File: src/design/gmfc_pkg.sv
// ---------------------------------------------------------------------------
// gmfc_pkg
// Shared constants, codes, types and small tables of the grid mask face
// culler: field widths, request and face codes, corner and shade tables.
// ---------------------------------------------------------------------------
package gmfc_pkg;

	localparam int MAP_SIDE    = 256;
	localparam int CELL_SIZE   = 12;
	localparam int SLAB_HEIGHT = 4;

	localparam int MASK_DEPTH = MAP_SIDE * MAP_SIDE;
	localparam int MASK_AW    = $clog2(MASK_DEPTH);
	localparam int IDX_W      = $clog2(MAP_SIDE);
	localparam int SIZEQ_W    = IDX_W + 1;

	localparam int REQ_W     = 2;
	localparam int ADDR_W    = 16;
	localparam int ALPHA_W   = 8;
	localparam int COL_W     = 22;
	localparam int SCROLL_W  = 31;
	localparam int LOOK_W    = SCROLL_W + 1;
	localparam int MOD_CNT_W = $clog2(LOOK_W + 1);
	localparam int POS_W     = 25;
	localparam int POSY_W    = 3;
	localparam int FACE_W    = 3;
	localparam int SHADE_W   = 9;
	localparam int VIDX_W    = 16;
	localparam int SIZE_W    = 9;
	localparam int CFG_IDX_W = 1;
	localparam int NUM_FACES = 6;
	localparam int NUM_READS = 5;
	localparam int RD_CNT_W  = $clog2(NUM_READS + 1);

	localparam logic [ALPHA_W-1:0] ALPHA_LIMIT = 8'h7F;

	// request codes
	localparam logic [REQ_W-1:0] REQ_LOAD  = 2'd0;
	localparam logic [REQ_W-1:0] REQ_START = 2'd1;
	localparam logic [REQ_W-1:0] REQ_BUILD = 2'd2;

	// configuration register indexes
	localparam logic [CFG_IDX_W-1:0] REG_MAP_WIDTH  = 1'b0;
	localparam logic [CFG_IDX_W-1:0] REG_MAP_HEIGHT = 1'b1;

	// face codes
	localparam logic [FACE_W-1:0] FACE_UP    = 3'd0;
	localparam logic [FACE_W-1:0] FACE_DOWN  = 3'd1;
	localparam logic [FACE_W-1:0] FACE_LEFT  = 3'd2;
	localparam logic [FACE_W-1:0] FACE_RIGHT = 3'd3;
	localparam logic [FACE_W-1:0] FACE_BACK  = 3'd4;
	localparam logic [FACE_W-1:0] FACE_FRONT = 3'd5;

	// mask read order of a build
	localparam logic [RD_CNT_W-1:0] RD_CENTER = 3'd0;
	localparam logic [RD_CNT_W-1:0] RD_LEFT   = 3'd1;
	localparam logic [RD_CNT_W-1:0] RD_RIGHT  = 3'd2;
	localparam logic [RD_CNT_W-1:0] RD_BACK   = 3'd3;
	localparam logic [RD_CNT_W-1:0] RD_FRONT  = 3'd4;
	localparam logic [RD_CNT_W-1:0] RD_DONE   = 3'd5;

	typedef enum logic [2:0] {
		ST_IDLE,
		ST_MOD_COL,
		ST_MOD_ROW,
		ST_NBR,
		ST_READ,
		ST_DECIDE
	} gmfc_state_t;

	typedef struct packed {
		logic                        start;
		logic                        clear_count;
		logic [NUM_FACES-1:0]        faces;
		logic signed [COL_W-1:0]     col;
		logic signed [COL_W-1:0]     row;
	} gmfc_emit_cmd_t;

	// register value 0 acts as 1, anything above the side acts as the side
	function automatic logic [SIZEQ_W-1:0] gmfc_eff_size(input logic [SIZE_W-1:0] r);
		logic [SIZEQ_W-1:0] s;
		if (r == '0) begin
			s = SIZEQ_W'(1);
		end else if (32'(r) > MAP_SIDE) begin
			s = SIZEQ_W'(MAP_SIDE);
		end else begin
			s = SIZEQ_W'(r);
		end
		return s;
	endfunction

	// corner code: bit0 +x, bit1 top, bit2 +z
	function automatic logic [2:0] gmfc_corner(input logic [FACE_W-1:0] f,
			input logic [1:0] v);
		logic [11:0] row;
		case (f)
			FACE_UP:    row = {3'd7, 3'd3, 3'd6, 3'd2};
			FACE_DOWN:  row = {3'd5, 3'd4, 3'd1, 3'd0};
			FACE_LEFT:  row = {3'd6, 3'd2, 3'd4, 3'd0};
			FACE_RIGHT: row = {3'd7, 3'd5, 3'd3, 3'd1};
			FACE_BACK:  row = {3'd3, 3'd1, 3'd2, 3'd0};
			FACE_FRONT: row = {3'd7, 3'd6, 3'd5, 3'd4};
			default:    row = '0;
		endcase
		return row[v*3 +: 3];
	endfunction

	function automatic logic [SHADE_W-1:0] gmfc_face_shade(input logic [FACE_W-1:0] f);
		logic [SHADE_W-1:0] s;
		case (f)
			FACE_UP:    s = 9'd256;
			FACE_DOWN:  s = 9'd179;
			FACE_LEFT:  s = 9'd205;
			FACE_RIGHT: s = 9'd205;
			FACE_BACK:  s = 9'd230;
			FACE_FRONT: s = 9'd230;
			default:    s = '0;
		endcase
		return s;
	endfunction

endpackage

File: src/design/gmfc_mod_unit.sv
// ---------------------------------------------------------------------------
// gmfc_mod_unit
// Bit-serial true modulo of a signed value by a map size: one quotient bit
// per cycle on the magnitude, then a sign fix-up step.
// ---------------------------------------------------------------------------
module gmfc_mod_unit (
	input  logic                                clk,
	input  logic                                arst_n,
	input  logic                                start,
	input  logic signed [gmfc_pkg::LOOK_W-1:0]  value,
	input  logic [gmfc_pkg::SIZEQ_W-1:0]        modulus,
	output logic                                done,
	output logic [gmfc_pkg::IDX_W-1:0]          result
);
	import gmfc_pkg::*;

	logic [LOOK_W-1:0]    mag_q;
	logic [SIZEQ_W-1:0]   rem_q;
	logic [SIZEQ_W-1:0]   mod_q;
	logic                 neg_q;
	logic [MOD_CNT_W-1:0] cnt_q;
	logic                 busy_q;
	logic                 fix_q;
	logic [SIZEQ_W:0]     trial;
	logic [SIZEQ_W:0]     diff;

	assign trial = {rem_q, mag_q[LOOK_W-1]};
	assign diff  = trial - {1'b0, mod_q};

	always_ff @(posedge clk or negedge arst_n) begin
		if (!arst_n) begin
			busy_q <= 1'b0;
			fix_q  <= 1'b0;
			cnt_q  <= '0;
			done   <= 1'b0;
		end else begin
			done <= 1'b0;
			if (start) begin
				busy_q <= 1'b1;
				cnt_q  <= MOD_CNT_W'(LOOK_W);
			end else if (busy_q) begin
				cnt_q <= cnt_q - 1'b1;
				if (cnt_q == MOD_CNT_W'(1)) begin
					busy_q <= 1'b0;
					fix_q  <= 1'b1;
				end
			end else if (fix_q) begin
				fix_q <= 1'b0;
				done  <= 1'b1;
			end
		end
	end

	always_ff @(posedge clk) begin
		if (start) begin
			neg_q <= value[LOOK_W-1];
			mag_q <= value[LOOK_W-1] ? LOOK_W'(-value) : LOOK_W'(value);
			rem_q <= '0;
			mod_q <= modulus;
		end else if (busy_q) begin
			mag_q <= mag_q << 1;
			rem_q <= (trial >= {1'b0, mod_q}) ? diff[SIZEQ_W-1:0] : trial[SIZEQ_W-1:0];
		end else if (fix_q) begin
			// negative operand with a remainder folds back into range
			if (neg_q && rem_q != '0) begin
				rem_q <= mod_q - rem_q;
			end
		end
	end

	assign result = rem_q[IDX_W-1:0];

endmodule

File: config.mk
export PLATFORM = sky130hd
export DESIGN_NAME = gmfc_mod_unit
export DESIGN_NICKNAME = d
export VERILOG_FILES = /design/src/design/gmfc_pkg.sv /design/src/design/gmfc_mod_unit.sv
export SDC_FILE = /design/constraint.sdc
export NUM_CORES = 1
export LEC_CHECK = 0
export ABC_AREA = 0
export BUFFER_PORTS_ARGS = -buffer_cell sky130_fd_sc_hd__buf_4
export CAP_MARGIN = 20
export CORE_UTILIZATION = 63
export CTS_BUF_LIST = sky130_fd_sc_hd__clkbuf_8 sky130_fd_sc_hd__clkbuf_16
export DETAILED_ROUTE_END_ITERATION = 16
export PLACE_DENSITY = 0.91
export SYNTH_ARGS = -nofsm -noshare
export SYNTH_HDL_FRONTEND = slang
export SYNTH_SLANG_ARGS = --single-unit
File: constraint.sdc
create_clock -name clk -period 5.6 [get_ports clk]
set_input_delay 0.56 -clock clk [delete_from_list [all_inputs] [get_ports clk]]
set_output_delay 0.56 -clock clk [all_outputs]
set_load 0.02 [all_outputs]
# Yosys cells after proc, flatten, opt, wreduce, memory -nomap -nowiden
# Index checks and enable logic that the tools add are counted.
[word_totals]
regBits = 60
input_bits = 44
[classes]
add_sub_neg = 4
magnitude_cmp = 1
eq_ne = 2
n_mux = 17
bitwise = 1
reduce_logical = 7
[ops]
columns = ["operator", "count"]
rows = [
  ["$mux W32", 3],
  ["$mux W9", 4],
  ["$neg A32 Y32", 1],
  ["$sub A9 B9 Y9", 2],
  ["$mux W6", 2],
  ["$ge A10 B9 Y1", 1],
  ["$reduce_bool A9 Y1", 1],
  ["$mux W1", 8],
  ["$eq A6 B1 Y1 const B", 1],
  ["$reduce_bool A2 Y1", 3],
  ["$sub A6 B1 Y6 const B", 1],
  ["$reduce_and A2 Y1", 2],
  ["$ne A2 B1 Y1 const B", 1],
  ["$logic_and A1 B1 Y1", 1],
  ["$not A1 Y1", 1],
]

# Logic depth before layout (Yosys ltp)
# Gate-level depths: netlist of the first run.
[logic_depth]
depth_word = 5
mapped_depth = 12
mapped_depth_nobuf = 11

# Worst setup path after synthesis of the first run
# Ideal clock, no wire load.
[synth_path]
path_type = "input -> register"
from = "in value[6] in the netlist's numbering"
to = "reg mag_q[26] (data pin)"
arrival_time_ps = 2572
required_ps = 5330
slack_ps = 2758
stages = 7
path_buffers = 0
cell_sequence = "or4_4 > or4_4 > or3_4 > nand2b_4 > o41ai_4 > xor2_1 > a21oi_1"
[synth_via]
elab_chain_len = 3
[synth_rtl]
columns = ["element", "line", "rtl"]
rows = [
  ["start: declaration", "gmfc_mod_unit.sv:10", "input logic signed [gmfc_pkg::LOOK_W-1:0] value,"],
  ["$neg A32 Y32", "gmfc_mod_unit.sv:57", "mag_q <= value[LOOK_W-1] ? LOOK_W'(-value) : LOOK_W'(value);"],
  ["$mux W32", "gmfc_mod_unit.sv:57", ""],
  ["$mux W32", "gmfc_mod_unit.sv:55", "if (start) begin"],
  ["end signal: assignment", "gmfc_mod_unit.sv:57", ""],
  ["end signal: assignment", "gmfc_mod_unit.sv:61", "mag_q <= mag_q << 1;"],
  ["end: declaration", "gmfc_mod_unit.sv:17", "logic [LOOK_W-1:0] mag_q;"],
]
# No other way between the ends.
# A chain may end at the register's enable or synchronous reset.

# Worst setup path after layout of the first run
[layout_path]
from = "in value[6] in the netlist's numbering"
to = "reg mag_q[29] (data pin)"
# The elaborated chain is that of the path after synthesis.

==> results of run 1 <==
[path summary, 6_finish.rpt]
path	start	to	depth (start not counted)
setup / recovery	value[6]	mag_q[29]	8
hold / removal	arst_n	cnt_q[1]	1
setup reg to reg	mag_q[31]	rem_q[5]	11
hold reg to reg	cnt_q[5]	cnt_q[5]	2
max in group asynchronous	arst_n	cnt_q[4]	1
min in group clk	modulus[7]	mod_q[7]	1
[placed cells by master, fill, tap and decap left out, types with 10 or more instances in the layout]
cell / count
buf_4: 54
xor2_1: 34
a211oi_1: 15
nand2_1: 18
nor2_1: 52
o21ai_0: 15
inv_1: 30
ha_1: 20
edfxtp_1: 42
a21oi_1: 48
xnor2_1: 10
[metal layers]
metal / GRT usage (%) / vias to the layer above / routed length (um)
met5: 0 / - / 0
met3: 5.056 / 13 / 361
met4: 11.96 / 0 / 140
met1: 34.43 / 1492 / 3562
li1: - / 1556 / -
met2: 49.24 / 92 / 4363
[critical path: stages]
cell	delay, ns
buf_4	0.12
or4_4	0.55
or4_1	0.64
nor3_1	0.22
nand2_1	0.19
o31ai_1	0.32
xor2_1	0.17
a21oi_1	0.08
[layout make-up]
class                   instances  area (um^2)
multi-input cells             300         2026
clock inverters                 7        27.53
fillers                       420         1511
clock buffers                   9        123.9
well taps                      75        93.84
repair buffers                 54        405.4
flip-flops and latches         60         1667
inverters                      27        101.3
[Yosys cell counts (3+ instances only)]
cell / instances / area share, %
a211oi_1: 15 / 2.9
a21o_1: 3 / 0.58
a21oi_1: 48 / 6.1
and2_1: 3 / 0.48
buf_1: 5 / 0.48
buf_4: 8 / 1.5
clkbuf_1: 11 / 1.1
dfrtp_1: 9 / 5.8
dfxtp_1: 9 / 4.6
edfxtp_1: 42 / 32
ha_1: 20 / 6.4
inv_1: 27 / 2.6
mux2i_1: 4 / 1.0
nand2_1: 18 / 1.7
nand2b_1: 6 / 0.96
nand3_1: 6 / 0.77
nor2_1: 52 / 5.0
nor3_1: 8 / 1.0
nor4_1: 3 / 0.48
o211a_1: 3 / 0.77
o21ai_0: 15 / 1.9
o31ai_1: 9 / 1.7
o41ai_1: 4 / 0.90
or3_1: 4 / 0.64
or4_1: 6 / 1.2
or4_4: 4 / 1.2
xnor2_1: 10 / 2.2
xor2_1: 34 / 7.6
[flip-flops by register name, indices dropped and copies added, names as in the netlist]
signal / count
cnt_q: 6
neg_q: 1
done: 1
mag_q: 32
fix_q: 1
busy_q: 1
mod_q: 9
rem_q: 9
[power groups by stage]
stage / clock (uW) / sequential (uW) / combinational (uW)
floorplan: 0 / 639 / 559
global placement: 0 / 660 / 662
detailed placement: 0 / 667 / 693
CTS: 315 / 659 / 705
global route: 334 / 672 / 805
finish: 313 / 658 / 718
[kinds of logic after synthesis]
family                   Yosys count  synth area share, %
flip-flops                        60                42.58
buffers and inverters             51                5.659
AO/OA/AOI/OAI                    107                17.30
multiplexers                       6                1.598
AND/OR/NAND/NOR                  121                15.60
adder cells (fa/ha/maj)           22                7.417
XOR/XNOR                          44                9.847
[metrics by stage]
step,setup slack (ns),hold WS (ns),cells,total power (uW)
finish,2.778,0.03022,532,1689
global route,2.632,0.03923,532,1812
CTS,2.562,0.02815,531,1679
detailed placement,2.446,0.3866,515,1360
global placement,2.532,0.3852,515,1321
floorplan,2.758,0.2644,411,1198
==> summary.txt, run 1 <==
Relative slew margins - 43.18%
Capturing element type of the critical path - register
Power density over the cells - 380.2 nW/um^2
Post-Syn Area - 3914 um^2
Max Freq - 0.3544 GHz
Library cell used as clock root buffer - clkbuf_8
RSZ-0062 raised after global routing - false
Power Internal - 1037 uW
Finish-stage setup viols - 0
Via count of the first global-routing pass - 3,094
WL per Instance - 15.84 um
Remaining Overflow, GRT - 0
Number of storage elements in the synthesis netlist - 60
Mapped Avg Cell Area - 9.523 um^2
Seq/Total Area, Yosys - 42.58%
First-pass detailed-route iteration total - 4
Overall die area - 6532 um^2
Reg power frac - 38.9%
Largest net degree at the start of global routing - 89
Non-Filler Cell Area, Final - 4444 um^2
H-tree Lvls - 3
Max-cap viol count - 0
Initial core utilization - 65.71%
DP Wirelength - 5773 um
Static Leak - 0.001893 uW
Worst EP required - 5.64 ns
Setup Total Neg Slack - 0 ns
HP Class - in2async
Fin crit share - 50.39%
Clock sink count - 60
Die extent in y - 80.82 um
Count of pins over their slew limit - 0
# rows - 28
Standard cell area after detailed placement - 4285 um^2
CTS tree - yes
Count of buffers inserted at the top-level ports - 52
Maximum ir drop on the vdd rail - 252.6 uV
Number of enable-type register cells in the synthesized netlist - 42
Area growth from synthesis to final layout - 13.55%
Via density - 5.927
Yosys warns - 0
Count of cell types in the netlist - 46
Drc violations - 0
Run status - completed
Number of nets produced by synthesis - 477
Gate count of the mapped netlist - 411
Nets@finish - 518
Initial DRC Count - 209
Relative contribution of combinational cells to total power - 42.5%
Switching power as a share of total power - 38.63%
Total CTS buffers - 9
Area of the core - 5956 um^2
Detailed-route wire length - 8428 um
Gates resized, CTS repair - 0
Number of ports placed on the die boundary - 53
GRT Util Overall - 28.32%
Post-CTS Hold Fix Bufs - 0
Maximum clock insertion buffer count - 2
Share of total power in the clock network - 18.5%
Pin slew with the least headroom to its limit - 0.8523 ns
FFs w/ async S/R, synth - 15.00%
Most common flop cell mapped by yosys - edfxtp_1
Clock latency reported for the late side of the worst-skew pair - 0.34 ns
Clock-pin slew on the worst setup and hold paths - 0.07 ns
Fraction of the core area covered by cells at the end of the flow - 74.62%
Kind of critical path - in2reg
CP Launch Type - primary input
Global-route wire length before repair - 14,120 um
Gpl congestion - 0.8071
Initial antenna violation count - 0
Switching power total - 652.6 uW
Flop2flop setup slack - 3.02 ns
Fraction of layout cells with a size suffix above 1 - 16.63%
Number of failing hold endpoints at the final stage - 0
Setup Skew - 0.01082 ns
Antenna diode instance count - 0
Arrival time of the worst setup path - 2.86 ns
Post-CTS Setup Bufs - 0
Floorplan die width - 80.82 um
Final worst path period need - 2.822 ns
Number of vias in the routed layout - 3,153
Maximum fanout encountered on the critical timing path - 8
Antenna-violating nets left - 0
Note: power is estimated with default switching activity, not from simulation.
==> run 2: changes to the inputs <==
--- a/config.mk
+++ b/config.mk
@@ -5,13 +5,13 @@
 export SDC_FILE = /design/constraint.sdc
 export NUM_CORES = 1
 export LEC_CHECK = 0
-export ABC_AREA = 0
+export ABC_AREA = 1
 export BUFFER_PORTS_ARGS = -buffer_cell sky130_fd_sc_hd__buf_4
 export CAP_MARGIN = 20
-export CORE_UTILIZATION = 63
+export CORE_UTILIZATION = 59
 export CTS_BUF_LIST = sky130_fd_sc_hd__clkbuf_8 sky130_fd_sc_hd__clkbuf_16
 export DETAILED_ROUTE_END_ITERATION = 16
-export PLACE_DENSITY = 0.91
+export PLACE_DENSITY = 0.86
 export SYNTH_ARGS = -nofsm -noshare
 export SYNTH_HDL_FRONTEND = slang
 export SYNTH_SLANG_ARGS = --single-unit
==> constraint.sdc (replaced) <==
create_clock -name clk -period 2.8 [get_ports clk]
set_input_delay 0.28 -clock clk [delete_from_list [all_inputs] [get_ports clk]]
set_output_delay 0.28 -clock clk [all_outputs]
set_load 0.02 [all_outputs]
==> summary.txt, run 2 <==
Floorplan die width - 88.79 um (+9.9%)
Launch instance of the worst register-to-register path - mag_q[31]
Capturing element type of the critical path - register
CTS tree - yes
Clock-pin slew on the worst setup and hold paths - 0.08 ns (about the same)
Global routing usage on met3 - 5.037% (-0.019 points)
Most Crowded Layer GR - met2
Fraction of the mapped netlist area in simple logic gates - 30.57% (+15 points)
Most common flop cell mapped by yosys - edfxtp_1
Maximum fanout encountered on the critical timing path - 3 (-5)
Number of failing hold endpoints at the final stage - 0 (unchanged)
Power density over the cells - 702.2 nW/um^2 (+85%)
Count of pins over their slew limit - 0 (unchanged)
Placed insts - 725 (+41%)
HP Class - in2reg
Yosys warns - 0 (unchanged)
Post-CTS Setup Bufs - 0 (unchanged)
Xor/xnor cell area share of the yosys netlist - 5.518% (-4.3 points)
Number of ports placed on the die boundary - 53 (unchanged)
Top cell type by total area after synthesis - edfxtp_1
Count of buffers inserted at the top-level ports - 52 (unchanged)
Run status - completed
Setup Skew - 0.01081 ns (-0.00001210 ns)
Area growth from synthesis to final layout - 13.26%
Nets@finish - 704 (+36%)
Maximum clock insertion buffer count - 2 (unchanged)
Max-cap viol count - 0 (unchanged)
Adder-cell area share of the yosys netlist - 6.532% (-0.89 points)
Count of cell types in the netlist - 44 (-4.3%)
Final Total Pwr - 3534 uW (+110%)
Detailed-route wire length - 9987 um (+18%)
GRT Util Overall - 27.23% (-1.1 points)
Biggest area contributors in the synthesized netlist - edfxtp_1 (28%), nand2_1 (13%), inv_1 (6.5%)
Antenna-violating nets left - 0 (unchanged)
Arrival time of the worst setup path - 2.19 ns (-0.67 ns)
Number of vias in the routed layout - 4,049 (+28%)
Chain of cells forming the critical path - inv_1 > ha_1 > inv_1 > fa_1 > nand3_1 > nand3_1 > nand2_1 > nand2_1 > nand2_1 > nand2_1 > nand2_1 > nand3_1 > nand2_1 > a21oi_1
Most frequent cell after synthesis - nand2_1
Gpl congestion - 0.9106 (+13%)
Slowest cell delay on critical path - 0.42 ns (-0.22 ns)
Finish-stage setup viols - 0 (unchanged)
Area of the core - 7253 um^2 (+22%)
Fin crit share - 70.59%
Initial core utilization - 61.27% (-4.4 points)
# rows - 31 (+11%)
Dominant delay contributor by cell family on the critical path - simple AND/OR/NAND/NOR gates
Post-route non-filler standard cell count - 742 (+39%)
Leading cell types in the layout, fill and taps excluded - nand2_1 (157), inv_1 (79), nor2_1 (56), buf_4 (55), nand3_1 (52)
Cell types with the highest counts after synthesis - nand2_1 (157), inv_1 (77), nor2_1 (56), nand3_1 (52), edfxtp_1 (42)
Number of enable-type register cells in the synthesized netlist - 42 (unchanged)
Library cell used as clock root buffer - clkbuf_8
Remaining Overflow, GRT - 0 (unchanged)
Compound-cell area share of the yosys netlist - 9.938% (-7.4 points)
Flip-flop count of the largest register after layout - 32 (unchanged)
Largest registers - mag_q: 32 flops, mod_q: 9 flops, rem_q: 9 flops
Final worst path period need - 1.977 ns
Gate count of the mapped netlist - 593 (+44%)
Multiplexer share of the synthesized area - 0% (-1.6 points)
Met2 track utilization from global routing - 48.60% (-0.64 points)
WL per Instance - 13.46 um (-15%)
Area share of the largest cell type after synthesis - 28.38% (-3.8 points)
Met1 Use GR - 32.18% (-2.3 points)
Die extent in y - 88.79 um (+9.9%)
Combinational family with the most area after synthesis - simple AND/OR/NAND/NOR gates
Overall die area - 7884 um^2 (+21%)
Startpoint of the worst setup timing path - mag_q[31]
Worst path buffer plus inverter count - 2 (+1)
Relative slew margins - 66.31% (+23 points)
Kind of critical path - reg2reg
Via count of the first global-routing pass - 3,919 (+27%)
Antenna diode instance count - 0 (unchanged)
Seq/Total Area, Yosys - 37.50% (-5.1 points)
Global-route wire length before repair - 16,590 um (+17%)
Max Freq - 0.5059 GHz
Initial antenna violation count - 0 (unchanged)
Most frequent cell on the critical path - nand2_1
FFs w/ async S/R, synth - 15.00% (unchanged)
Most frequent standard cell in the layout excluding fill and tap cells - nand2_1
DP Wirelength - 7383 um (+28%)
Clock latency reported for the late side of the worst-skew pair - 0.33 ns (about the same)
RSZ-0062 raised after global routing - false
Static Leak - 0.002464 uW (+30%)
Pin slew with the least headroom to its limit - 0.5053 ns (-0.3470 ns)
Worst EP required - 3.01 ns (-2.63 ns)
Via density - 5.457 (-7.9%)
Mapped Avg Cell Area - 7.495 um^2 (-21%)
Most flops, register - mag_q
Post-Syn Area - 4444 um^2 (+14%)
Clock sink count - 60 (unchanged)
Total CTS buffers - 9 (unchanged)
Crit-path slowest cell - fa_1
Number of storage elements in the synthesis netlist - 60 (unchanged)
First-pass detailed-route iteration total - 5 (+1)
Number of nets produced by synthesis - 659 (+38%)
Setup Total Neg Slack - 0 ns (unchanged)
Initial DRC Count - 245 (+17%)
Drc violations - 0 (unchanged)
Maximum ir drop on the vdd rail - 354.2 uV (+40%)
CP Launch Type - register
Largest net degree at the start of global routing - 55 (-38%)
H-tree Lvls - 3 (unchanged)
Fraction of layout cells with a size suffix above 1 - 14.31% (-2.3 points)
Hold path startpoint - modulus[8]
==> run 2: cell count changes after synthesis, sizes merged, moves of 13 or more <==
| cell | previous run | this run |
|---|---|---|
| nand3 | 6 | 52 |
| xor2 | 34 | 21 |
| a21oi | 48 | 16 |
| o21ai | 17 | 45 |
| nand2 | 18 | 168 |
| a211oi | 15 | 0 |
| inv | 27 | 78 |
==> run 2: final timing paths <==
kind	depth (start not counted)	slack, ns	end
min	1	0.12	mod_q[8]
max reg2reg	14	0.82	rem_q[8]
min in group asynchronous	2	0.29	fix_q
min reg2reg	1	0.49	cnt_q[5]
max in group asynchronous	2	2.37	cnt_q[0]
max	14	0.82	rem_q[8]
==> run 2: through the flow <==
step                setup slack, ns  area [um^2]  hold slack [ns]  utilization, %
finish                       0.8235         5034           0.1205           69.40
global placement             0.9216         4840           0.1064           66.72
CTS                          0.8555         5034           0.1107           69.40
global route                 0.5794         5034           0.1019           69.40
detailed placement           0.8479         4840           0.1058           66.72
floorplan                     1.003         4444         -0.01559               -
==> run 2: timing repair <==
action / in CTS / in global routing
hold buffers: 1 / 0
hold endpoints to repair: 9 / 0
gates resized for setup: 0 / 0
==> run 2: area by class of cell <==
type / instances / area, um^2
Inverter: 80 / 300.3
Tap cell: 99 / 123.9
Multi-Input combinational cell: 431 / 2336
Timing Repair Buffer: 56 / 422.9
Sequential cell: 60 / 1667
Fill cell: 607 / 2220
Clock inverter: 7 / 60.06
Clock buffer: 9 / 123.9
==> run 2: metal layers <==
layer / vias to the layer above / wire length, um
met4: 0 / 213
li1: 2020 / -
met3: 24 / 487
met5: - / 0
met1: 1872 / 4316
met2: 133 / 4970
==> run 2: cells by family (layout without fill, tap and decap cells) <==
kind of cell / after synthesis / count (layout)
and+or+nand+nor: 304 / 304
adders and majority gates: 22 / 22
AOI/OAI and AO/OA: 77 / 77
xor gates and xnor gates: 28 / 28
buffers and inverters: 102 / 152
DFF: 60 / 60
==> run 2: power breakdown <==
group          internal [uW]  switching, uW
Combinational            614            933
Clock                    400            341
Sequential              1110            134
Total                   2130           1410
