`src/design/gmfc_pkg.sv`:
```
// ---------------------------------------------------------------------------
// gmfc_pkg
// Shared constants, codes, types and small tables of the grid mask face
// culler: field widths, request and face codes, corner and shade tables.
// ---------------------------------------------------------------------------
package gmfc_pkg;

	localparam int MAP_SIDE    = 256;
	localparam int CELL_SIZE   = 12;
	localparam int SLAB_HEIGHT = 4;

	localparam int MASK_DEPTH = MAP_SIDE * MAP_SIDE;
	localparam int MASK_AW    = $clog2(MASK_DEPTH);
	localparam int IDX_W      = $clog2(MAP_SIDE);
	localparam int SIZEQ_W    = IDX_W + 1;

	localparam int REQ_W     = 2;
	localparam int ADDR_W    = 16;
	localparam int ALPHA_W   = 8;
	localparam int COL_W     = 22;
	localparam int SCROLL_W  = 31;
	localparam int LOOK_W    = SCROLL_W + 1;
	localparam int MOD_CNT_W = $clog2(LOOK_W + 1);
	localparam int POS_W     = 25;
	localparam int POSY_W    = 3;
	localparam int FACE_W    = 3;
	localparam int SHADE_W   = 9;
	localparam int VIDX_W    = 16;
	localparam int SIZE_W    = 9;
	localparam int CFG_IDX_W = 1;
	localparam int NUM_FACES = 6;
	localparam int NUM_READS = 5;
	localparam int RD_CNT_W  = $clog2(NUM_READS + 1);

	localparam logic [ALPHA_W-1:0] ALPHA_LIMIT = 8'h7F;

	// request codes
	localparam logic [REQ_W-1:0] REQ_LOAD  = 2'd0;
	localparam logic [REQ_W-1:0] REQ_START = 2'd1;
	localparam logic [REQ_W-1:0] REQ_BUILD = 2'd2;

	// configuration register indexes
	localparam logic [CFG_IDX_W-1:0] REG_MAP_WIDTH  = 1'b0;
	localparam logic [CFG_IDX_W-1:0] REG_MAP_HEIGHT = 1'b1;

	// face codes
	localparam logic [FACE_W-1:0] FACE_UP    = 3'd0;
	localparam logic [FACE_W-1:0] FACE_DOWN  = 3'd1;
	localparam logic [FACE_W-1:0] FACE_LEFT  = 3'd2;
	localparam logic [FACE_W-1:0] FACE_RIGHT = 3'd3;
	localparam logic [FACE_W-1:0] FACE_BACK  = 3'd4;
	localparam logic [FACE_W-1:0] FACE_FRONT = 3'd5;

	// mask read order of a build
	localparam logic [RD_CNT_W-1:0] RD_CENTER = 3'd0;
	localparam logic [RD_CNT_W-1:0] RD_LEFT   = 3'd1;
	localparam logic [RD_CNT_W-1:0] RD_RIGHT  = 3'd2;
	localparam logic [RD_CNT_W-1:0] RD_BACK   = 3'd3;
	localparam logic [RD_CNT_W-1:0] RD_FRONT  = 3'd4;
	localparam logic [RD_CNT_W-1:0] RD_DONE   = 3'd5;

	typedef enum logic [2:0] {
		ST_IDLE,
		ST_MOD_COL,
		ST_MOD_ROW,
		ST_NBR,
		ST_READ,
		ST_DECIDE
	} gmfc_state_t;

	typedef struct packed {
		logic                        start;
		logic                        clear_count;
		logic [NUM_FACES-1:0]        faces;
		logic signed [COL_W-1:0]     col;
		logic signed [COL_W-1:0]     row;
	} gmfc_emit_cmd_t;

	// register value 0 acts as 1, anything above the side acts as the side
	function automatic logic [SIZEQ_W-1:0] gmfc_eff_size(input logic [SIZE_W-1:0] r);
		logic [SIZEQ_W-1:0] s;
		if (r == '0) begin
			s = SIZEQ_W'(1);
		end else if (32'(r) > MAP_SIDE) begin
			s = SIZEQ_W'(MAP_SIDE);
		end else begin
			s = SIZEQ_W'(r);
		end
		return s;
	endfunction

	// corner code: bit0 +x, bit1 top, bit2 +z
	function automatic logic [2:0] gmfc_corner(input logic [FACE_W-1:0] f,
			input logic [1:0] v);
		logic [11:0] row;
		case (f)
			FACE_UP:    row = {3'd7, 3'd3, 3'd6, 3'd2};
			FACE_DOWN:  row = {3'd5, 3'd4, 3'd1, 3'd0};
			FACE_LEFT:  row = {3'd6, 3'd2, 3'd4, 3'd0};
			FACE_RIGHT: row = {3'd7, 3'd5, 3'd3, 3'd1};
			FACE_BACK:  row = {3'd3, 3'd1, 3'd2, 3'd0};
			FACE_FRONT: row = {3'd7, 3'd6, 3'd5, 3'd4};
			default:    row = '0;
		endcase
		return row[v*3 +: 3];
	endfunction

	function automatic logic [SHADE_W-1:0] gmfc_face_shade(input logic [FACE_W-1:0] f);
		logic [SHADE_W-1:0] s;
		case (f)
			FACE_UP:    s = 9'd256;
			FACE_DOWN:  s = 9'd179;
			FACE_LEFT:  s = 9'd205;
			FACE_RIGHT: s = 9'd205;
			FACE_BACK:  s = 9'd230;
			FACE_FRONT: s = 9'd230;
			default:    s = '0;
		endcase
		return s;
	endfunction

endpackage

```
`src/design/gmfc_if.sv`:
```


interface gmfc_vtx_if;
	import gmfc_pkg::*;
	logic                    valid;
	logic                    ready;
	logic signed [POS_W-1:0] pos_x;
	logic [POSY_W-1:0]       pos_y;
	logic signed [POS_W-1:0] pos_z;
	logic [FACE_W-1:0]       face_kind;
	logic [SHADE_W-1:0]      shade;
	logic [VIDX_W-1:0]       vertex_index;
	logic                    last_vertex;

	modport source (output valid, pos_x, pos_y, pos_z, face_kind, shade, vertex_index,
		last_vertex, input ready);
	modport sink (input valid, pos_x, pos_y, pos_z, face_kind, shade, vertex_index,
		last_vertex, output ready);
endinterface


```
`src/design/gmfc_vtx_gen.sv`:
```
// ---------------------------------------------------------------------------
// gmfc_vtx_gen
// Walks the visible faces of a cell, four corners each; one vertex word per
// cycle while vtx is ready, via an output register; owns the vertex counter.
// ---------------------------------------------------------------------------
module gmfc_vtx_gen (
	input  logic                     clk,
	input  logic                     arst_n,
	input  gmfc_pkg::gmfc_emit_cmd_t cmd,
	output logic                     active,
	gmfc_vtx_if.source               vtx
);
	import gmfc_pkg::*;

	logic                    active_q;
	logic [NUM_FACES-1:0]    faces_q;
	logic [FACE_W-1:0]       face_q;
	logic [1:0]              vert_q;
	logic [VIDX_W-1:0]       vcount_q;
	logic signed [POS_W-1:0] x0_q;
	logic signed [POS_W-1:0] z0_q;
	logic                    out_valid_q;
	logic signed [POS_W-1:0] pos_x_q;
	logic [POSY_W-1:0]       pos_y_q;
	logic signed [POS_W-1:0] pos_z_q;
	logic [FACE_W-1:0]       face_kind_q;
	logic [VIDX_W-1:0]       vidx_q;
	logic                    last_q;

	logic                 advance;
	logic [NUM_FACES-1:0] faces_left;
	logic [FACE_W-1:0]    next_face;
	logic                 face_end;
	logic                 last;
	logic [2:0]           corner;

	assign advance    = active_q && (!out_valid_q || vtx.ready);
	assign faces_left = faces_q & ~(NUM_FACES'(1) << face_q);
	assign face_end   = (vert_q == 2'd3);
	assign last       = face_end && (faces_left == '0);
	assign corner     = gmfc_corner(face_q, vert_q);

	// lowest face still to go
	always_comb begin
		next_face = face_q;
		for (int i = NUM_FACES - 1; i >= 0; i--) begin
			if (faces_left[i]) begin
				next_face = FACE_W'(i);
			end
		end
	end

	always_ff @(posedge clk or negedge arst_n) begin
		if (!arst_n) begin
			active_q    <= 1'b0;
			faces_q     <= '0;
			face_q      <= FACE_UP;
			vert_q      <= '0;
			vcount_q    <= '0;
			out_valid_q <= 1'b0;
		end else begin
			if (cmd.clear_count) begin
				vcount_q <= '0;
			end
			if (cmd.start) begin
				active_q <= 1'b1;
				faces_q  <= cmd.faces;
				face_q   <= FACE_UP;
				vert_q   <= '0;
			end else if (advance) begin
				vcount_q <= vcount_q + 1'b1;
				vert_q   <= vert_q + 1'b1;
				if (face_end) begin
					faces_q <= faces_left;
					face_q  <= next_face;
					if (last) begin
						active_q <= 1'b0;
					end
				end
			end
			if (advance) begin
				out_valid_q <= 1'b1;
			end else if (vtx.ready) begin
				out_valid_q <= 1'b0;
			end
		end
	end

	always_ff @(posedge clk) begin
		if (cmd.start) begin
			x0_q <= POS_W'(cmd.col) * POS_W'(CELL_SIZE);
			z0_q <= POS_W'(cmd.row) * POS_W'(CELL_SIZE);
		end
		if (advance) begin
			pos_x_q     <= x0_q + (corner[0] ? POS_W'(CELL_SIZE) : POS_W'(0));
			pos_y_q     <= corner[1] ? POSY_W'(SLAB_HEIGHT) : POSY_W'(0);
			pos_z_q     <= z0_q + (corner[2] ? POS_W'(CELL_SIZE) : POS_W'(0));
			face_kind_q <= face_q;
			vidx_q      <= vcount_q;
			last_q      <= last;
		end
	end

	assign active           = active_q;
	assign vtx.valid        = out_valid_q;
	assign vtx.pos_x        = pos_x_q;
	assign vtx.pos_y        = pos_y_q;
	assign vtx.pos_z        = pos_z_q;
	assign vtx.face_kind    = face_kind_q;
	assign vtx.shade        = gmfc_face_shade(face_kind_q);
	assign vtx.vertex_index = vidx_q;
	assign vtx.last_vertex  = last_q;

endmodule

```
`src/flat_wrapper.sv`:
```
// flat-port wrapper written by rule: the top's interface ports become plain ports
module gmfc_vtx_gen_flat import gmfc_pkg::*;
  (clk, arst_n, cmd, active, vtx_valid, vtx_pos_x, vtx_pos_y, vtx_pos_z, vtx_face_kind, vtx_shade, vtx_vertex_index, vtx_last_vertex, vtx_ready);
  gmfc_vtx_if vtx_i ();
  input  logic clk;
  input  logic arst_n;
  input  gmfc_pkg::gmfc_emit_cmd_t cmd;
  output logic active;
  output wire logic [$bits(vtx_i.valid)-1:0] vtx_valid;
  output wire logic [$bits(vtx_i.pos_x)-1:0] vtx_pos_x;
  output wire logic [$bits(vtx_i.pos_y)-1:0] vtx_pos_y;
  output wire logic [$bits(vtx_i.pos_z)-1:0] vtx_pos_z;
  output wire logic [$bits(vtx_i.face_kind)-1:0] vtx_face_kind;
  output wire logic [$bits(vtx_i.shade)-1:0] vtx_shade;
  output wire logic [$bits(vtx_i.vertex_index)-1:0] vtx_vertex_index;
  output wire logic [$bits(vtx_i.last_vertex)-1:0] vtx_last_vertex;
  input wire logic [$bits(vtx_i.ready)-1:0] vtx_ready;
  assign vtx_valid = vtx_i.valid;
  assign vtx_pos_x = vtx_i.pos_x;
  assign vtx_pos_y = vtx_i.pos_y;
  assign vtx_pos_z = vtx_i.pos_z;
  assign vtx_face_kind = vtx_i.face_kind;
  assign vtx_shade = vtx_i.shade;
  assign vtx_vertex_index = vtx_i.vertex_index;
  assign vtx_last_vertex = vtx_i.last_vertex;
  assign vtx_i.ready = vtx_ready;
  gmfc_vtx_gen u_core (.clk(clk), .arst_n(arst_n), .cmd(cmd), .active(active), .vtx(vtx_i));
endmodule
```
`config.mk`:
```
export PLATFORM = sky130hd
export DESIGN_NAME = gmfc_vtx_gen_flat
export DESIGN_NICKNAME = d
export VERILOG_FILES = /design/src/design/gmfc_pkg.sv /design/src/design/gmfc_if.sv /design/src/design/gmfc_vtx_gen.sv /design/src/flat_wrapper.sv
export SDC_FILE = /design/constraint.sdc
export NUM_CORES = 1
export LEC_CHECK = 0
export BUFFER_PORTS_ARGS = -buffer_cell sky130_fd_sc_hd__buf_2
export CORE_MARGIN = 3
export CORE_UTILIZATION = 60
export CTS_CLUSTER_SIZE = 30
export DETAILED_ROUTE_END_ITERATION = 16
export PLACE_DENSITY = 0.95
export SLEW_MARGIN = 5
export SYNTH_ARGS = -nofsm -noshare
export SYNTH_HDL_FRONTEND = slang
export SYNTH_SLANG_ARGS = --single-unit
```
`constraint.sdc`:
```
create_clock -name clk -period 8.1 [get_ports clk]
set_clock_uncertainty 0.2 [all_clocks]
set_input_delay 0.81 -clock clk [delete_from_list [all_inputs] [get_ports clk]]
set_output_delay 0.81 -clock clk [all_outputs]
set_load 0.02 [all_outputs]
```
; ---- After elaboration in Yosys (flattened, before gate mapping)
; Cells that the tools add are included.
[word_totals]
regBits = 148
input_bits = 55
output_inout_bits = 84
[op_classes]
addsub = 4
mul = 3
n_eq_ne = 11
shift = 2
muxes = 28
bitwise = 2
reduce_logical = 17
[op_table]
columns = operator, n
row1 = $pmux W12 S6, 1
row2 = $add A25 B25 Y25, 2
row3 = $mux W16, 3
row4 = $mul A22 B3 Y23 const B, 2
row5 = $pmux W9 S4, 1
row6 = $mux W3, 10
row7 = $mux W6, 3
row8 = $add A16 B1 Y16 const B, 1
row9 = $eq A3 B2 Y1 const B, 4
row10 = $eq A3 B3 Y1 const B, 4
row11 = $shiftx A12 B5 Y3, 1
row12 = $mux W4, 2
row13 = $reduce_bool A2 Y1, 4
row14 = $reduce_bool A7 Y1, 1
row15 = $and A6 B6 Y6, 1
row16 = $eq A3 B1 Y1 const B, 2
row17 = $logic_not A3 Y1, 2
row18 = $logic_not A6 Y1, 1
row19 = $mux W1, 6
row20 = $not A6 Y6, 1
row21 = $reduce_and A3 Y1, 2
row22 = $shl A1 B3 Y6 const A, 1
row23 = $mul A2 B2 Y4 const B, 1
row24 = $mux W2, 2
row25 = 7 further kinds, 9

; ---- Logic depth before layout (Yosys ltp)
; Gate-level depths: netlist of the first run.
[logic_depth]
word_depth = 12
mapped_depth = 15

; ---- Worst setup path before layout of the first run
; Ideal clock, no wire load.
[synth_path]
path_type = input to register
start = in vtx_ready
end = reg u_core.face_q[0]
setup_time_ps = 125
t_arrival_ps = 3580
slack_ps = 4196
cell_stages = 7
path_buffers = 0
path_cell_list = nand2b_1 > nand2_1 > inv_1 > nand2_1 > nand2b_1 > a21boi_0 > mux2_2
[synth_between]
elab_chain_len = 4
[synth_rtl]
columns = element, line_no
row1 = start: declaration, flat_wrapper.sv:17  ; input wire logic [$bits(vtx_i.ready)-1:0] vtx_ready;
row2 = $logic_or A1 B1 Y1, gmfc_vtx_gen.sv:37  ; assign advance = active_q && (!out_valid_q || vtx.ready);
row3 = $logic_and A1 B1 Y1, gmfc_vtx_gen.sv:37
row4 = net u_core.advance, gmfc_vtx_gen.sv:30  ; logic advance;
row5 = $reduce_bool A2 Y1 (no source line), n/a
row6 = $reduce_and A3 Y1 (no source line), n/a
row7 = end signal: assignment, gmfc_vtx_gen.sv:75  ; face_q <= next_face;
row8 = end: declaration, gmfc_vtx_gen.sv:17  ; logic [FACE_W-1:0] face_q;
; The timed path passes the listed nets, and every way through them passes these cells.
; A chain may end at the register's enable or synchronous reset.

; ---- Worst setup path after layout of the first run
[layout_path]
start = reg u_core.face_q[2]
end = reg u_core.pos_z_q[24] (netlist: u_core.vtx.pos_z[24]), data pin
[layout_between]
elab_chain_len = 5
elab_cells_between_ends = 10
classes_between = add/sub (1) / eq/ne (5) / shift (1) / mux (2) / reduce/logical (1)
[layout_rtl]
columns = element, line_no
row1 = "$eq A3 B3 Y1, or another cell as far along", gmfc_pkg.sv:96  ; case (f)
row2 = $pmux W12 S6 *, gmfc_pkg.sv:96
row3 = $shiftx A12 B5 Y3 *, gmfc_pkg.sv:105  ; return row[v*3 +: 3];
row4 = $mux W4 *, gmfc_vtx_gen.sv:97  ; pos_z_q <= z0_q + (corner[2] ? POS_W'(CELL_SIZE) : POS_W'(0));
row5 = $add A25 B25 Y25 *, gmfc_vtx_gen.sv:97
row6 = end signal: assignment, gmfc_vtx_gen.sv:97
row7 = end: declaration, gmfc_vtx_gen.sv:25  ; logic signed [POS_W-1:0] pos_z_q;
; Every way passes the cells marked *; elsewhere a longest branch is shown, timed or not.

==> impl_metrics.ini, run 1 <==
[synth]
yosys_warnings = 0
synthAdderAreaFrac_pct = 14.4
yosys-mux-area-fraction_pct = 0.614
ys_ff_latch = 142
synth_top_family_by_area = adder cells
synth.distinct_cells = 67
synth.avg_cell_area_um2 = 11.1
synth_xor_xnor_area_share_pct = 7.99
synth_ff_type = edfxtp_1
synthArstFlopShare_pct = 20.4
netlist_area_mm2 = 0.00855
synth_simple_gate_area_share_pct = 12.7
synth-compound-area-share_pct = 13.7
syn-instance-count = 770
synth_edf_count = 113
seq_area_frac_synth_pct = 48.1

[cts]
ctsHoldBuffers = 0
clock-root-buffer = clkbuf_16
insertion_delay_ns = 0.42
clock_sinks = 142
cts_tree = yes
post_cts_buffers = 0
cts_max_level = 4
clockBufferDepth = 2
cts_resized = 0
numCtsBuffers = 17
path_clk_slew_ns = 0.06

[global_route]
grt.total_usage_pct = 21.8
grt_max_degree = 67
grt_overflow = 0
grt_pass1_vias = 5878
grt_antenna_before_repair = 0
grt_pass1_wl_um = 28000

[power]
combPwrFrac_pct = 23.0
p_leak_nw = 4.21
clkPwrFrac_pct = 32.9
pwr-share-seq_pct = 44.1
p_sw_share_pct = 30.0
fin_total_pwr_mw = 2.26
vdd_drop_max_mv = 0.151
powerDensity_mw_per_mm2 = 229
p_sw_uw = 677
p_int_mw = 1.58

[worst_setup_path]
crit_fanout = 15
cp.required_ns = 8.07
r2r_cells = 10
endpoint = u_core.vtx.pos_z[24]
worstSetupStartpointType = flop
r2r-start = u_core.face_q[2]
critical_path_arrival_ns = 3.80
reg2reg_slack_ns = 4.27
crit_type = reg2reg
cp-startpoint = u_core.face_q[2]
timing.rr.end = u_core.vtx.pos_z[24]
end_kind = flop

[sta]
period_share_pct = 47.3
max_slew_margin_pct = 47.4
rsz0062_at_grt = no
timing.hold.ws_ns = 0.220
tightest_slew_ns = 0.785
period_needed_ns = 3.83
finalSetupTns_ns = 0
setup_violations = 0
clock.fmax_mhz = 261
hold_viol = 0
slew_viol_final = 0

[route]
vias = 6328
post_drt_via_cell_ratio = 5.81
routed_wl_um = 16700
dr.first_iter.drc_count = 534
drc = 0
detail-route-antenna-nets = 0
drt-pass1-iter-count = 5
wl_per_cell_um = 15.3

[floorplan]
std_cell_rows = 43
initial_utilization_pct = 61.4
ios = 139
die_y_um = 125
dieArea_mm2 = 0.0157
coreArea_mm2 = 0.0139
die_x_um = 125

[placement]
routabilityCongestion = 0.874
hpwl_um = 12600
io_buffers = 132

[layout]
drive_gt1_share_pct = 19.5
multi_input_area_mm2 = 0.00425
finalNetCount = 1048
n_antenna_cell = 0
layout_commonest_cell = buf_2
final_cell_mix = buf_2, edfxtp_1, ha_1
regArea_mm2 = 0.00412
syn_to_final_growth_pct = 15.6
fillers = 984
utilization_pct = 71.0

[flow_run]
maxCapViolCount = 0

[outcome]
status = complete, no violations

[min_path]
hold_path_class = in2async
[power by group through the flow]
stage          sequential [mW]  combinational, mW  clock, mW
6_report                 0.996              0.520      0.744
5_1_grt                   1.01              0.581      0.782
4_1_cts                  0.996              0.522      0.752
3_5_place_dp              1.01              0.518          0
2_1_floorplan             1.03              0.340          0
3_3_place_gp              1.00              0.500          0
[registers in the layout (all words and copies together), names as in the netlist]
signal	cells
u_core.z0_q	23
u_core.vtx.face_kind	3
u_core.vtx.pos_y	1
u_core.x0_q	23
u_core.vcount_q	16
u_core.vtx.pos_x	23
u_core.vert_q	2
u_core.vtx.last_vertex	1
u_core.vtx.pos_z	23
u_core.face_q	3
u_core.vtx.vertex_index	16
u_core.faces_q	6
u_core.vtx.valid	1
u_core.active	1
[per-stage QoR]
step,area (um2),instances,setup WS (ns)
floorplan,8570,775,4.20
global placement,9320,1058,4.60
detailed placement,9320,1058,4.37
CTS,9890,1090,4.31
global route,9890,1090,3.98
finish,9890,1090,4.27
[how the worst min path moves through the flow]
stage / startpoint / to / slack [ns] / depth (start not counted)
2_1_floorplan: u_core.face_q[0] / u_core.vtx.face_kind[0] / 0.22 / 0
3_3_place_gp: u_core.vcount_q[15] / u_core.vtx.vertex_index[15] / 0.25 / 0
3_5_place_dp: u_core.vcount_q[15] / u_core.vtx.vertex_index[15] / 0.26 / 0
4_1_cts: arst_n / u_core.face_q[1] / 0.23 / 1
5_1_grt: arst_n / u_core.face_q[1] / 0.27 / 1
6_report: arst_n / u_core.face_q[1] / 0.22 / 1
[synth_stat cells (8+ instances only)]
| master | instances | share of area, % |
|---|---|---|
| nand2b_1 | 10 | 0.73 |
| dfrtp_1 | 29 | 8.5 |
| o211ai_1 | 11 | 0.97 |
| edfxtp_1 | 113 | 40 |
| buf_4 | 8 | 0.70 |
| o31ai_1 | 11 | 0.97 |
| inv_1 | 15 | 0.66 |
| o21ai_0 | 40 | 2.3 |
| nand4_1 | 18 | 1.3 |
| a21oi_1 | 45 | 2.6 |
| nand3_1 | 21 | 1.2 |
| nand2_1 | 75 | 3.3 |
| clkbuf_1 | 17 | 0.75 |
| xor2_1 | 26 | 2.7 |
| and3_1 | 12 | 0.88 |
| a21o_1 | 14 | 1.2 |
| ha_1 | 92 | 13 |
| xnor2_1 | 52 | 5.3 |
| a31oi_1 | 8 | 0.59 |
| nor2_1 | 50 | 2.2 |
| nor3_1 | 8 | 0.47 |
[cell type report]
| class | count | share of cell area, % |
|---|---|---|
| clock buffer | 18 | 4.34 |
| clock inverter | 14 | 1.42 |
| multi-input combinational | 587 | 42.9 |
| inverter | 15 | 0.569 |
| timing repair buffer | 134 | 6.83 |
| tap | 180 | 2.28 |
| sequential | 142 | 41.6 |
[routing by layer]
layer | wire length [um] | track usage (%) | vias to the layer above
met1 | 7360 | 28.9 | 2935
met2 | 8100 | 35.7 | 236
met4 | 373 | 8.74 | 0
met3 | 870 | 3.89 | 27
li1 | - | - | 3130
met5 | 0 | 0 | -
[critical path, stage by stage, from the launching register on]
cell and delay (ns):
dfrtp_1 0.62, nor2b_1 0.29, o21ai_0 0.14, a311oi_1 0.63
ha_1 0.31, fa_1 0.21, nand3_1 0.18, nor3_1 0.41
and3_1 0.32, nand4_1 0.13, xnor2_1 0.14
[kinds of logic (layout without fill, tap and decap cells)]
| family | Yosys count | in the layout |
|---|---|---|
| and+or+nand+nor | 224 | 224 |
| AOI/OAI and AO/OA | 178 | 178 |
| DFF | 142 | 142 |
| adders and majority gates | 96 | 96 |
| xor gates and xnor gates | 78 | 78 |
| buffers and inverters | 46 | 181 |
| muxes | 5 | 5 |
| other | 1 | 6 |
(Power assumes the default switching activity.)
==> run 2: changes to the inputs <==
- ABC_AREA: default -> 1
- CORE_UTILIZATION: 60 -> 53
- PLACE_DENSITY: 0.95 -> 0.89
- clock period: 8.1 -> 3.1 ns (I/O delays scaled with it)
==> impl_metrics.ini, run 2 <==
[sta]
clock.fmax_mhz = 345
rsz0062_at_grt = no
tightest_slew_ns = 0.801
finalSetupTns_ns = 0
setup_violations = 0
hold_viol = 0
max_slew_margin_pct = 46.2
period_needed_ns = 2.90
slew_viol_final = 0
period_share_pct = 93.5

[route]
dr.first_iter.drc_count = 658
routed_wl_um = 22300
wl_per_cell_um = 14.1
drt-pass1-iter-count = 7
drc = 0
vias = 8383
post_drt_via_cell_ratio = 5.31
detail-route-antenna-nets = 0

[min_path]
hold_path_class = in2reg
min_path_cells = 3
whs_endpoint = u_core.faces_q[4]
hold_start = cmd[48]

[worst_setup_path]
worstSetupStartpointType = flop
crit_family = adder cells
cp.required_ns = 3.06
end_kind = flop
timing.rr.end = u_core.vtx.pos_z[24]
crit_type = reg2reg
critPathMaxStageDelay_ns = 0.47
crit_fanout = 7
path_buf_inv = 1
critPathSlowestCell = dfrtp_2
r2r_cells = 12
critical_path_arrival_ns = 2.86
reg2reg_slack_ns = 0.20
cpMostUsedCell = ha_1
r2r-start = u_core.face_q[2]
worstPathCellList = inv_2, ha_1, nor2_1, nand3b_1, o31ai_1, a21oi_2, ha_1, fa_2, nand3_4, nor3_4, nand3_1, xnor2_1
crit_cells = 12

[cts]
clock_sinks = 142
clockBufferDepth = 2
cts_tree = yes
clock-root-buffer = clkbuf_16
insertion_delay_ns = 0.41
numCtsBuffers = 17
path_clk_slew_ns = 0.06
post_cts_buffers = 0
cts_max_level = 4

[power]
p_leak_nw = 5.75
vdd_drop_max_mv = 0.528
powerDensity_mw_per_mm2 = 594

[placement]
routabilityCongestion = 0.966
hpwl_um = 17500
io_buffers = 132

[synth]
synth_edf_count = 113
yosys-top-cells-area = edfxtp_1, nand2_1, ha_1, dfrtp_1, inv_1
synth.distinct_cells = 42
netlist_area_mm2 = 0.00976
synth_largest_area_cell = edfxtp_1
ys_ff_latch = 142
synth_most_common_cell = nand2_1
synth_top_area_share_pct = 34.8
synth.avg_cell_area_um2 = 8.24
yosys-top-cells-count = nand2_1, inv_1, edfxtp_1, nor2_1, ha_1
seq_area_frac_synth_pct = 42.2
yosys_warnings = 0
syn-instance-count = 1185
synthArstFlopShare_pct = 20.4
synth_ff_type = edfxtp_1

[global_route]
grt_pass1_vias = 7972
grt_antenna_before_repair = 0
grt_max_degree = 47
grt_overflow = 0
grt.total_usage_pct = 22.5
grt_pass1_wl_um = 37000

[layout]
final_cell_mix = nand2_1, inv_1, buf_2
drive_gt1_share_pct = 16.4
utilization_pct = 64.5
finalNetCount = 1491
syn_to_final_growth_pct = 16.6
layout_commonest_cell = nand2_1
n_antenna_cell = 0

[floorplan]
dieArea_mm2 = 0.0201
std_cell_rows = 48
coreArea_mm2 = 0.0177
ios = 139
die_x_um = 142
die_y_um = 142
initial_utilization_pct = 55.3

[flow_run]
maxCapViolCount = 0

[outcome]
status = complete, no violations
[run 2: cell count changes after synthesis, moves of 11 or more]
cell / previous run / this run
a21o_1: 14 / 0
o21ai_0: 40 / 19
xnor2_1: 52 / 12
inv_1: 15 / 158
nand2_2: 0 / 16
and3_1: 12 / 1
clkbuf_1: 17 / 0
nor2_1: 50 / 93
xor2_1: 26 / 46
nand2_1: 75 / 366
nand3_1: 21 / 79
[run 2: how the worst max path moves through the flow]
stage                           from                   end  slack (ns)
floorplan           u_core.face_q[1]  u_core.vtx.pos_z[18]        0.39
global placement    u_core.face_q[2]  u_core.vtx.pos_z[18]        0.22
detailed placement  u_core.face_q[2]  u_core.vtx.pos_z[24]        0.08
CTS                 u_core.face_q[2]  u_core.vtx.pos_z[24]        0.04
global route        u_core.face_q[2]  u_core.vtx.pos_x[24]        0.05
finish              u_core.face_q[2]  u_core.vtx.pos_z[24]        0.20
[run 2: layer usage]
layer	track usage, %	up-vias	wire length [um]
li1	-	4158	-
met1	29.5	3845	9570
met2	38.0	344	10700
met3	4.15	36	1680
met4	6.57	0	376
met5	0	-	0
[run 2: timing repair]
item,CTS,global route
endpoints found under the setup margin,0,6
hold endpoints to repair,35,0
hold buffers,7,0
gates resized for setup,0,5
[run 2: tightest hold or removal path, cell delays in order]
cell and delay (ns):
buf_2 0.08, o21ai_0 0.07, o21ai_1 0.12
[run 2: report_power, final]
part / total, mW / switching [mW] / internal (mW)
Sequential: 2.72 / 0.258 / 2.46
Clock: 2.17 / 0.780 / 1.39
Combinational: 1.87 / 1.24 / 0.624
Total: 6.76 / 2.28 / 4.48
[run 2: per-stage QoR]
step                cell area (um2)  total power [mW]  std cells  setup slack [ns]  hold WS [ns]
finish                        11400              6.76       1578             0.201       0.00794
global route                  11400              7.13       1578            0.0540       0.00910
CTS                           11400              6.76       1578            0.0417       0.00143
detailed placement            10700              4.58       1539            0.0832         0.187
global placement              10700              4.51       1539             0.220         0.184
floorplan                      9780              3.98       1190             0.389        -0.186
[run 2: kinds of logic after synthesis]
family                   after synthesis  synth area share, %
other                                  1               0.0384
multiplexers                           1                0.103
buffers and inverters                181                 7.41
XOR/XNOR                              58                 5.20
flip-flops                           142                 42.2
adder cells (fa/ha/maj)               96                 12.6
AO/OA/AOI/OAI                         81                 4.43
AND/OR/NAND/NOR                      625                 28.0
[run 2: layout make-up]
class | instances | area, um2
clock buffers | 19 | 453
clock inverters | 13 | 186
fillers | 1444 | 6270
inverters | 170 | 643
multi-input cells | 867 | 4950
flip-flops and latches | 142 | 4120
well taps | 225 | 282
repair buffers | 142 | 753
